$ cat config.mk
export PLATFORM = sky130hd
export DESIGN_NAME = kmp_stream_matcher_top_flat
export DESIGN_NICKNAME = d
export VERILOG_FILES = /design/src/rtl/core/kmp_pkg.sv /design/src/rtl/core/kmp_in_if.sv /design/src/rtl/core/kmp_out_if.sv /design/src/rtl/core/kmp_stream_matcher_top.sv /design/src/flat_wrapper.sv
export SDC_FILE = /design/constraint.sdc
export NUM_CORES = 2
export LEC_CHECK = 0
export BUFFER_PORTS_ARGS = -buffer_cell sky130_fd_sc_hd__buf_2
export CAP_MARGIN = 20
export CORE_MARGIN = 5
export CORE_UTILIZATION = 40
export DETAILED_ROUTE_END_ITERATION = 7
export HOLD_SLACK_MARGIN = 0.15
export PLACE_DENSITY = 0.57
export SLEW_MARGIN = 0
export SYNTH_ARGS = -nofsm -noshare
export SYNTH_HDL_FRONTEND = slang
export SYNTH_SLANG_ARGS = --single-unit
$ cat constraint.sdc
create_clock -name clk -period 6.3 [get_ports clk]
set_input_delay 0.315 -clock clk [delete_from_list [all_inputs] [get_ports clk]]
set_output_delay 0.315 -clock clk [all_outputs]
set_load 0.03 [all_outputs]
$ cat src/rtl/core/kmp_pkg.sv
package kmp_pkg;

    localparam int MAX_PATTERN_DEF = 64;
    localparam int CHAR_BITS_DEF   = 16;

    localparam int PARTIAL_W = 6;
    localparam int COUNT_W   = 32;
    localparam int STATUS_W  = 2;

    localparam logic [COUNT_W-1:0] COUNT_MAX = {COUNT_W{1'b1}};

    typedef enum logic [STATUS_W-1:0] {
        STAT_OK    = 2'd0,
        STAT_FULL  = 2'd1,
        STAT_NOPAT = 2'd2
    } status_t;

    typedef enum logic {
        S_IDLE,
        S_CHK
    } state_t;

endpackage

$ cat src/rtl/core/kmp_in_if.sv
interface kmp_in_if #(
    parameter int CHAR_BITS = kmp_pkg::CHAR_BITS_DEF
);
    logic                 valid;
    logic                 ready;
    logic                 mode;
    logic                 first;
    logic [CHAR_BITS-1:0] ch;

    modport source (output valid, output mode, output first, output ch, input ready);
    modport sink   (input valid, input mode, input first, input ch, output ready);
endinterface

$ cat src/rtl/core/kmp_out_if.sv
interface kmp_out_if;
    logic                           valid;
    logic                           ready;
    logic                           matched;
    logic [kmp_pkg::PARTIAL_W-1:0]  partial_len;
    logic [kmp_pkg::COUNT_W-1:0]    consumed;
    logic [kmp_pkg::COUNT_W-1:0]    keep_from;
    logic [kmp_pkg::STATUS_W-1:0]   status;

    modport source (output valid, output matched, output partial_len, output consumed,
                    output keep_from, output status, input ready);
    modport sink   (input valid, input matched, input partial_len, input consumed,
                    input keep_from, input status, output ready);
endinterface

$ cat src/rtl/core/kmp_stream_matcher_top.sv
// An accepted transaction enters S_CHK and makes F KMP fallback steps before its result is written
// to the result register, one failure-table read per cycle through the synchronous pattern and
// failure memories. Pattern-full, first-pattern-character and no-pattern items have F = 0.
// The input takes a new transaction only in S_IDLE, once the previous one has left S_CHK; a new one is
// taken while the previous result still waits, but it then stalls until the output register is read.
// Reset (async, active low) clears control, length, prefix and count; memories are not cleared.
module kmp_stream_matcher_top #(
    parameter int MAX_PATTERN = kmp_pkg::MAX_PATTERN_DEF,
    parameter int CHAR_BITS   = kmp_pkg::CHAR_BITS_DEF
) (
    input  logic       clk,
    input  logic       rst_n,
    kmp_in_if.sink     item,
    kmp_out_if.source  result
);
    import kmp_pkg::*;

    localparam int AW = (MAX_PATTERN > 1) ? $clog2(MAX_PATTERN) : 1;
    localparam int LW = $clog2(MAX_PATTERN + 1);

    logic [CHAR_BITS-1:0] pat_mem  [MAX_PATTERN];
    logic [AW-1:0]        fail_mem [MAX_PATTERN];

    state_t               state_reg, state_next;
    logic [LW-1:0]        len_reg, len_next;
    logic [AW-1:0]        bp_reg, bp_next;
    logic [AW-1:0]        ml_reg, ml_next;
    logic [COUNT_W-1:0]   tc_reg, tc_next;
    logic                 ov_reg, ov_next;

    // per-transaction working registers
    logic                 mode_reg, mode_next;
    logic                 skip_reg, skip_next;
    status_t              stat_reg, stat_next;
    logic [CHAR_BITS-1:0] ch_reg, ch_next;
    logic [AW-1:0]        idx_reg, idx_next;
    logic [AW-1:0]        k_reg, k_next;

    // output register
    logic                 o_matched_reg, o_matched_next;
    logic [PARTIAL_W-1:0] o_partial_reg, o_partial_next;
    logic [COUNT_W-1:0]   o_consumed_reg, o_consumed_next;
    logic [COUNT_W-1:0]   o_keep_reg, o_keep_next;
    status_t              o_status_reg, o_status_next;

    logic [CHAR_BITS-1:0] pat_rd_reg;
    logic [AW-1:0]        fail_rd_reg;
    logic [AW-1:0]        rd_addr;
    logic [AW-1:0]        fail_addr;
    logic                 pat_we;
    logic                 fail_we;
    logic [AW-1:0]        fail_wdata;

    logic                 accept;
    logic                 out_free;
    logic [LW-1:0]        eff_len;
    logic [AW-1:0]        k0;
    logic [COUNT_W-1:0]   tc_base;
    logic                 pm;
    logic [LW-1:0]        knew;
    logic                 hit;
    logic [AW-1:0]        ml_new;
    logic [31:0]          ml_wide;

    assign item.ready = (state_reg == S_IDLE);
    assign accept     = item.valid && item.ready;
    assign out_free   = !ov_reg || result.ready;
    assign pm         = (pat_rd_reg == ch_reg);
    assign fail_addr  = rd_addr - AW'(1);

    assign result.valid       = ov_reg;
    assign result.matched     = o_matched_reg;
    assign result.partial_len = o_partial_reg;
    assign result.consumed    = o_consumed_reg;
    assign result.keep_from   = o_keep_reg;
    assign result.status      = o_status_reg;

    always_comb
    begin
        state_next      = state_reg;
        len_next        = len_reg;
        bp_next         = bp_reg;
        ml_next         = ml_reg;
        tc_next         = tc_reg;
        ov_next         = ov_reg && !result.ready;
        mode_next       = mode_reg;
        skip_next       = skip_reg;
        stat_next       = stat_reg;
        ch_next         = ch_reg;
        idx_next        = idx_reg;
        k_next          = k_reg;
        o_matched_next  = o_matched_reg;
        o_partial_next  = o_partial_reg;
        o_consumed_next = o_consumed_reg;
        o_keep_next     = o_keep_reg;
        o_status_next   = o_status_reg;
        rd_addr         = k_reg;
        pat_we          = 1'b0;
        fail_we         = 1'b0;
        fail_wdata      = '0;
        eff_len         = (!item.mode && item.first) ? '0 : len_reg;
        tc_base         = item.first ? '0 : tc_reg;
        k0              = '0;
        knew            = '0;
        hit             = 1'b0;
        ml_new          = '0;
        ml_wide         = '0;

        unique case (state_reg)
            S_IDLE:
            begin
                if (item.valid)
                begin
                    mode_next  = item.mode;
                    ch_next    = item.ch;
                    idx_next   = AW'(eff_len);
                    stat_next  = STAT_OK;
                    state_next = S_CHK;
                    if (!item.mode)
                    begin
                        k0       = item.first ? '0 : bp_reg;
                        len_next = eff_len;
                        if (eff_len == LW'(MAX_PATTERN))
                        begin
                            skip_next = 1'b1;
                            stat_next = STAT_FULL;
                        end
                        else
                        begin
                            skip_next = (eff_len == '0);
                            pat_we    = 1'b1;
                        end
                    end
                    else
                    begin
                        k0      = item.first ? '0 : ml_reg;
                        tc_next = (tc_base == COUNT_MAX) ? tc_base : tc_base + 1'b1;
                        skip_next = (len_reg == '0);
                        if (len_reg == '0)
                            stat_next = STAT_NOPAT;
                    end
                    k_next  = k0;
                    rd_addr = k0;
                end
            end
            S_CHK:
            begin
                if (!skip_reg && !pm && k_reg != '0)
                begin
                    // mismatch: fall back through the failure table
                    k_next  = fail_rd_reg;
                    rd_addr = fail_rd_reg;
                end
                else
                begin
                    knew = (!skip_reg && pm) ? LW'(k_reg) + 1'b1 : '0;
                    if (mode_reg && !skip_reg && knew >= len_reg)
                        hit = 1'b1;
                    if (mode_reg && !skip_reg && !hit)
                        ml_new = AW'(knew);
                    ml_wide = 32'(ml_new);
                    if (out_free)
                    begin
                        state_next = S_IDLE;
                        ml_next    = ml_new;
                        if (!mode_reg && stat_reg != STAT_FULL)
                        begin
                            fail_we    = 1'b1;
                            fail_wdata = AW'(knew);
                            bp_next    = AW'(knew);
                            len_next   = LW'(idx_reg) + 1'b1;
                        end
                        ov_next         = 1'b1;
                        o_matched_next  = hit;
                        o_partial_next  = ml_wide[PARTIAL_W-1:0];
                        o_consumed_next = tc_reg;
                        o_keep_next     = tc_reg - COUNT_W'(ml_new);
                        o_status_next   = stat_reg;
                    end
                    else
                    begin
                        rd_addr = k_reg;
                    end
                end
            end
            default:
            begin
                state_next = S_IDLE;
            end
        endcase

        if (!accept && state_reg == S_IDLE)
        begin
            state_next = S_IDLE;
            len_next   = len_reg;
            tc_next    = tc_reg;
            pat_we     = 1'b0;
        end
    end

    always_ff @(posedge clk or negedge rst_n)
    begin
        if (!rst_n)
        begin
            state_reg <= S_IDLE;
            len_reg   <= '0;
            bp_reg    <= '0;
            ml_reg    <= '0;
            tc_reg    <= '0;
            ov_reg    <= 1'b0;
        end
        else
        begin
            state_reg <= state_next;
            len_reg   <= len_next;
            bp_reg    <= bp_next;
            ml_reg    <= ml_next;
            tc_reg    <= tc_next;
            ov_reg    <= ov_next;
        end
    end

    always_ff @(posedge clk)
    begin
        mode_reg       <= mode_next;
        skip_reg       <= skip_next;
        stat_reg       <= stat_next;
        ch_reg         <= ch_next;
        idx_reg        <= idx_next;
        k_reg          <= k_next;
        o_matched_reg  <= o_matched_next;
        o_partial_reg  <= o_partial_next;
        o_consumed_reg <= o_consumed_next;
        o_keep_reg     <= o_keep_next;
        o_status_reg   <= o_status_next;
    end

    always_ff @(posedge clk)
    begin
        if (pat_we)
            pat_mem[idx_next] <= item.ch;
        pat_rd_reg <= pat_mem[rd_addr];
    end

    // a read at k-1 with k zero wraps; its data is never used
    always_ff @(posedge clk)
    begin
        if (fail_we)
            fail_mem[idx_reg] <= fail_wdata;
        fail_rd_reg <= fail_mem[fail_addr];
    end

endmodule

$ cat src/flat_wrapper.sv
// flat-port wrapper written by rule: the top's interface ports become plain ports
module kmp_stream_matcher_top_flat import kmp_pkg::*;
#(
    parameter int MAX_PATTERN = kmp_pkg::MAX_PATTERN_DEF,
    parameter int CHAR_BITS   = kmp_pkg::CHAR_BITS_DEF
)
  (clk, rst_n, item_valid, item_mode, item_first, item_ch, item_ready, result_valid, result_matched, result_partial_len, result_consumed, result_keep_from, result_status, result_ready);
  kmp_in_if #(.CHAR_BITS(CHAR_BITS)) item_i ();
  kmp_out_if result_i ();
  input  logic clk;
  input  logic rst_n;
  input wire logic [$bits(item_i.valid)-1:0] item_valid;
  input wire logic [$bits(item_i.mode)-1:0] item_mode;
  input wire logic [$bits(item_i.first)-1:0] item_first;
  input wire logic [$bits(item_i.ch)-1:0] item_ch;
  output wire logic [$bits(item_i.ready)-1:0] item_ready;
  output wire logic [$bits(result_i.valid)-1:0] result_valid;
  output wire logic [$bits(result_i.matched)-1:0] result_matched;
  output wire logic [$bits(result_i.partial_len)-1:0] result_partial_len;
  output wire logic [$bits(result_i.consumed)-1:0] result_consumed;
  output wire logic [$bits(result_i.keep_from)-1:0] result_keep_from;
  output wire logic [$bits(result_i.status)-1:0] result_status;
  input wire logic [$bits(result_i.ready)-1:0] result_ready;
  assign item_i.valid = item_valid;
  assign item_i.mode = item_mode;
  assign item_i.first = item_first;
  assign item_i.ch = item_ch;
  assign item_ready = item_i.ready;
  assign result_valid = result_i.valid;
  assign result_matched = result_i.matched;
  assign result_partial_len = result_i.partial_len;
  assign result_consumed = result_i.consumed;
  assign result_keep_from = result_i.keep_from;
  assign result_status = result_i.status;
  assign result_i.ready = result_ready;
  kmp_stream_matcher_top #(.MAX_PATTERN(MAX_PATTERN), .CHAR_BITS(CHAR_BITS)) u_core (.clk(clk), .rst_n(rst_n), .item(item_i), .result(result_i));
endmodule
Word-level counts from Yosys, hierarchy flattened
Memory sizes are Yosys's and may differ from the RTL's. A register that Yosys moved wholly into a read port is not among the register bits. Cells that the tools add are included.

Add/sub/neg operators: 5. Reduce and logical (&&, ||, !) cells: 28. Multiply operators: 0. Shift operators: 0. Div/mod/pow operators: 0. Bitwise gates (word level): 3. Mux-type cells: 54. $lt $le $gt $ge: 1. Eq/ne operators: 9.

Operators with widths (count): 2-to-1 mux 6 bit (14); 2-to-1 mux 32 bit (2); 2-to-1 mux 7 bit (7); adder 32 x 1 -> 32 bit (second input constant) (1); equality test 32 bit (second input constant) (1); subtractor 32 x 6 -> 32 bit (1); 2-to-1 mux 1 bit (26); equality test 16 bit (1); adder 6 x 1 -> 7 bit (second input constant) (2); logical NOT 7 bit (2); one-hot mux 7 bit (2 select lines) (1); one-hot mux 6 bit (2 select lines) (1); logical AND 1 bit (11); != test 2 bit (second input constant) (5); logical NOT 1 bit (8); AND reduction 4 bit (2); equality test 7 bit (second input constant) (1); greater-or-equal comparator 7 bit (1); AND reduction 6 bit (1); nonzero test 6 bit (1); subtractor 6 x 1 -> 6 bit (second input constant) (1); 2-to-1 mux 2 bit (2); inverter 1 bit (3); AND reduction 3 bit (1); other kinds (4) (4).

Memories kept: 2. ROM bits: 0. Bits in latches: 0. Bits in registers: 158. Input bits: 22. Logic and storage cells: 119. RAM bits: 1408.

Memory list: u_core.pat_mem (depth 64, bits a word 16, read ports 1, clocked after Yosys merged registers in 1, wr ports 1, line kmp_stream_matcher_top.sv:21) `logic [CHAR_BITS-1:0] pat_mem [MAX_PATTERN];`; u_core.fail_mem (depth 64, bits a word 6, read ports 1, clocked after Yosys merged registers in 1, wr ports 1, line kmp_stream_matcher_top.sv:22) `logic [AW-1:0] fail_mem [MAX_PATTERN];`.

Depth between registers and ports, before layout
Depth in word-level cells: 14. Mapped depth: 30.

Least setup slack after synthesis
Ideal clock, no wire load.

Path type: register -> register. Start: register u_core.ch_reg[3]. End: register u_core.o_keep_reg[29] (netlist: u_core.result.keep_from[29]) (data pin). Buffers on the path: 1. Stages on the path, launching flop included: 27. Arrival: 5.883 ns. Slack: 0.146 ns. Setup time: 0.271 ns. Cells stage by stage: edfxtp_1 xor2_1 nor4_1 nand4_1 or3_1 ha_1 nand2b_1 a21o_1 a21o_1 a21o_1 a21o_1 maj3_1 a21oi_1 and3b_1 clkbuf_1 nand2_1 ha_1 nor2b_1 o21ai_0 a21boi_0 o21a_1 o21ai_0 nand2_1 or3b_2 or3_1 nor4_1 xor2_1.

Word-level cells in the longest chain between the ends: 14.

RTL lines: start, declared (line kmp_stream_matcher_top.sv:35) `logic [CHAR_BITS-1:0] ch_reg, ch_next;`; start signal, assigned (line kmp_stream_matcher_top.sv:228) `ch_reg <= ch_next;`; equality test 16 bit * (line kmp_stream_matcher_top.sv:68) `assign pm = (pat_rd_reg == ch_reg);`; logical AND 1 bit * (line kmp_stream_matcher_top.sv:156) `knew = (!skip_reg && pm) ? LW'(k_reg) + 1'b1 : '0;`; 2-to-1 mux 7 bit * (line kmp_stream_matcher_top.sv:156); greater-or-equal comparator 7 bit (line kmp_stream_matcher_top.sv:157) `if (mode_reg && !skip_reg && knew >= len_reg)`; logical AND 1 bit (line kmp_stream_matcher_top.sv:157); 2-to-1 mux 1 bit (line kmp_stream_matcher_top.sv:157); 2-to-1 mux 1 bit (line kmp_stream_matcher_top.sv:148) `if (!skip_reg && !pm && k_reg != '0)`; 2-to-1 mux 1 bit (line kmp_stream_matcher_top.sv:109) `unique case (state_reg)`; logical NOT 1 bit (line kmp_stream_matcher_top.sv:159) `if (mode_reg && !skip_reg && !hit)`; logical AND 1 bit (line kmp_stream_matcher_top.sv:159); 2-to-1 mux 6 bit * (line kmp_stream_matcher_top.sv:159); 2-to-1 mux 6 bit * (line kmp_stream_matcher_top.sv:148); 2-to-1 mux 6 bit * (line kmp_stream_matcher_top.sv:109); subtractor 32 x 6 -> 32 bit * (line kmp_stream_matcher_top.sv:177) `o_keep_next = tc_reg - COUNT_W'(ml_new);`; end signal, assigned (line kmp_stream_matcher_top.sv:234) `o_keep_reg <= o_keep_next;`; end, declared (line kmp_stream_matcher_top.sv:43) `logic [COUNT_W-1:0] o_keep_reg, o_keep_next;`.

Every way passes the cells marked *; elsewhere a longest branch is shown, timed or not. The select of a mux whose other input is x is not followed. A chain may end at the register's enable or synchronous reset.

Worst setup path in the final report
Start: register u_core.ch_reg[8]. End: register u_core.o_keep_reg[29] (netlist: u_core.result.keep_from[29]) (data pin).

Same word-level chain as after synthesis.

==> impl_summary.log <==
INFO  metric status = finished clean
INFO  metric floorplan.die.width = just over 400 um
INFO  metric wl = ~160 mm
INFO  metric timing.max_slew.rel_slack = 24.46%
INFO  metric instances_no_fill = around 6500
INFO  metric postSynthRegisterBits = 1588
INFO  metric biggestRegsByFlops = u_core.pat_mem x1024, u_core.fail_mem x384
INFO  metric final_net_count = between 4000 and 5000
INFO  metric initial_core_util = between 40 and 50%
INFO  metric worst_ep_arrival_time = around 6.6 ns
INFO  metric core-area = 156600 um2
INFO  metric launch_point_of_the_worst_hold_path = item_ch[6]
INFO  metric die_h = 407.1 um
INFO  metric initial_drt_markers = 3743
INFO  metric post-place-cells = approximately 6200
INFO  metric async_reset_ff_share = 3.338%
INFO  metric min_delay_path_depth = 2
INFO  metric grtUsageTotal = between 10% and 20%
INFO  metric power_per_cell_area = 476.1 nW/um2
INFO  metric cts_tree = built
INFO  metric drt-wirelength-per-cell = 25.30 um
INFO  metric synthesis.instances = around 4100
INFO  metric flow.area_growth_from_synthesis = 14.76%
INFO  metric cts_h_tree_depth = 4
INFO  metric required = just under 7 ns
INFO  metric numPortBuffers = 96
INFO  metric dr.pass1.iters = 5
INFO  metric syn_avg_cell_area = 15.56 um2
INFO  metric report.final.setup_viol = 0
INFO  metric syn_area = approximately 63000 um2
INFO  metric final_layout_size_suffix_gt1_share = between 15 and 20%
INFO  metric root_buffer_selected_by_cts = clkbuf_16
INFO  metric num_vias = about 36000
INFO  metric skew = 0.03303 ns
INFO  metric regArea = 47080 um2
INFO  metric criticalPathCategory = flop to flop
INFO  metric static-leakage-power = 0.02422 uW
INFO  metric max_stage_delay = 0.40 ns
INFO  metric cts.reportedPaths.clkPinSlew = about 0.060 ns
INFO  metric period_minus_slack = 6.060 ns
INFO  metric timing.critical_path.mode_cell = a21o_1
INFO  metric tritoncts_num_sinks = ~1600
INFO  metric vdd_ir_drop_max = ~0.00060 V
INFO  metric post_route_fraction_of_the_period_consumed_by_the_critical_path = roughly 96%
INFO  metric grt_antenna_before_repair = 9
INFO  metric num_cts_buffers = approximately 160
INFO  metric fin_setup_tns = 0 ns
INFO  metric maxSlewViolCount = 0
INFO  metric worst_hold_slack = about 0.18 ns
INFO  metric regToRegEndpoint = u_core.result.keep_from[29]$_DFFE_PP_
INFO  metric grt_first_pass_wirelength = ~240 mm
INFO  metric clock_insertion_delay_worst_skew = 0.80 ns
INFO  metric postSynth.topFlopCell = edfxtp_1
INFO  metric largest_register_ffs = 1024
INFO  metric setup_ws = 0.2401 ns
INFO  metric rr_worst_depth = 27
INFO  metric ios = 97
INFO  metric max_cap_violations = 0
INFO  metric worst_setup_path_end_kind = flop
INFO  metric multi_input_comb_area = 15060 um2
INFO  metric gr-total-overflow = 0
INFO  metric row_count = approximately 150
INFO  metric achievable-frequency = approximately 170 MHz
INFO  metric place_ws = -0.3232 ns
INFO  metric regToRegSetupSlack = roughly 0.24 ns
INFO  metric synthesis.nets = between 4000 and 5000
INFO  metric antenna_violating_nets_post_route = 0
INFO  metric synth_warnings = 0
INFO  metric dieArea = 165700 um2
INFO  metric utilization = approximately 46%
INFO  metric place.gp.congestion = ~0.82
INFO  metric cp-start-kind = flop
INFO  metric unique_masters_post_synth = 69
INFO  metric finalHoldViolCount = 0
INFO  metric via_per_inst = roughly 5.6
INFO  metric r2r_start = u_core.ch_reg[8]$_DFFE_PP_
INFO  metric synth-edff-count = about 1500
INFO  metric pin_count_of_the_biggest_net_entering_global_routing = 126
INFO  metric critical_path_peak_fanout = 3
INFO  metric tightestPinTransition = 1.129 ns
INFO  metric hold_end = u_core.pat_mem[29][6]$_DFFE_PP_
INFO  metric critPathSlowestCell = or3b_4
INFO  metric largest-register = u_core.pat_mem
INFO  metric grt_pass1_vias = 35220
INFO  metric remaining_drc_errors = 0
INFO  metric fillers = approximately 14000
INFO  metric detailedPlacementHpwl = about 95 mm
INFO  metric clk_path_buf_depth = 3
INFO  metric synth_seq_area_share = between 70% and 80%
INFO  metric worst_hold_path_type = primary input to flop
==> synth_stat cells, types with 14 or more instances <==
cell	number	area [um2]
edfxtp_1	1501	45070
xnor2_1	30	262.8
inv_1	34	127.6
or4_1	26	195.2
a211o_1	16	140.1
nor4_1	61	381.6
a22oi_1	15	112.6
o221ai_1	63	551.8
xor2_1	42	367.9
clkbuf_1	153	574.3
ha_1	17	212.7
nor2_1	191	716.9
mux2_4	15	225.2
mux2i_1	213	2132
dfrtp_1	53	1326
nand2_1	655	2459
buf_1	20	75.07
a221o_1	17	170.2
dfxtp_1	34	680.7
mux4_2	112	2522
o21ai_0	36	180.2
buf_2	34	170.2
a221oi_1	30	262.8
a2111oi_0	34	297.8
nand3_1	178	890.9
mux2_2	23	259.0
a21oi_1	201	1006
o22ai_1	38	237.7
or3_1	14	87.58
nor3_1	74	370.4
==> report_power, final <==
part	switching [uW]	total [uW]	leakage, uW	internal (uW)
logic	8640	12900	0.00719	4290
registers	216	12200	0.0145	12000
clock network	3970	9290	0.00250	5330
total	12800	34500	0.0242	21600
==> worst max path at each step <==
stage,from,endpoint,cells after the start
after global placement,u_core.ch_reg[5]$_DFFE_PP_,u_core.result.keep_from[29]$_DFFE_PP_,27
final,u_core.ch_reg[8]$_DFFE_PP_,u_core.result.keep_from[29]$_DFFE_PP_,27
after CTS,u_core.ch_reg[10]$_DFFE_PP_,u_core.result.keep_from[30]$_DFFE_PP_,31
after floorplan,u_core.ch_reg[3]$_DFFE_PP_,u_core.result.keep_from[29]$_DFFE_PP_,26
after detailed placement,u_core.ch_reg[5]$_DFFE_PP_,u_core.result.keep_from[29]$_DFFE_PP_,27
after global routing,u_core.ch_reg[8]$_DFFE_PP_,u_core.result.keep_from[29]$_DFFE_PP_,27
==> layout by cell type (no fill, tap or decap), drive strengths merged, types with 69 or more instances in the layout <==
cell type  Yosys  layout
edfxtp      1501    1501
nor2         192     192
mux2i        213     213
nand2        655     655
nand3        178     178
buf           77     309
clkinv         0      69
a21oi        201     201
mux4         112     112
clkbuf       153     208
nor3          74      74
==> stage by stage <==
step | power [uW] | area [um2]
2_1_floorplan | 20510 | 63080
3_5_place_dp | 25260 | 66970
5_1_grt | 36020 | 72380
4_1_cts | 34620 | 72220
6_report | 34460 | 72390
3_3_place_gp | 25220 | 66910
==> critical path, delay by kind of cell, from the launching register on <==
family / cells / cell delay [ns]
DFF: 1 / 0.38
xor gates and xnor gates: 2 / 0.27
buffers and inverters: 2 / 0.35
adders and majority gates: 3 / 0.88
and+or+nand+nor: 11 / 2.45
AOI/OAI and AO/OA: 9 / 1.46
==> cell type report <==
class,instances,area share [%]
flip-flops and latches,1588,65.04
multi-input cells,2202,20.81
clock buffers,208,6.008
well taps,2058,3.557
repair buffers,314,3.300
clock inverters,85,1.060
inverters,35,0.2195
diodes,1,0.003457
==> kinds of logic after synthesis <==
logic type / share of synthesized area [%]
buffers and inverters: 1.861
flip-flops: 74.64
adder cells (fa/ha/maj): 0.3848
AND/OR/NAND/NOR: 8.696
multiplexers: 8.147
XOR/XNOR: 1.026
AO/OA/AOI/OAI: 5.247
==> metal layers <==
| layer | share of wire [%] | global-route usage [%] | up-vias |
|---|---|---|---|
| met2 | 46 | 29.71 | 1371 |
| li1 | - | - | 16140 |
| met5 | 0.010 | 0 | - |
| met4 | 2.5 | 5.417 | 2 |
| met3 | 7.2 | 3.450 | 248 |
| met1 | 44 | 28.59 | 18700 |
==> repair_timing <==
item / CTS / global route
buffers inserted: 7 / 3
endpoints found under the hold margin: 73 / 0
pin swaps: 2 / 14
hold buffers: 5 / 0
setup endpoints to repair: 13 / 17
gates resized for setup: 10 / 20
No activity file was read; power rests on OpenSTA's default activity.
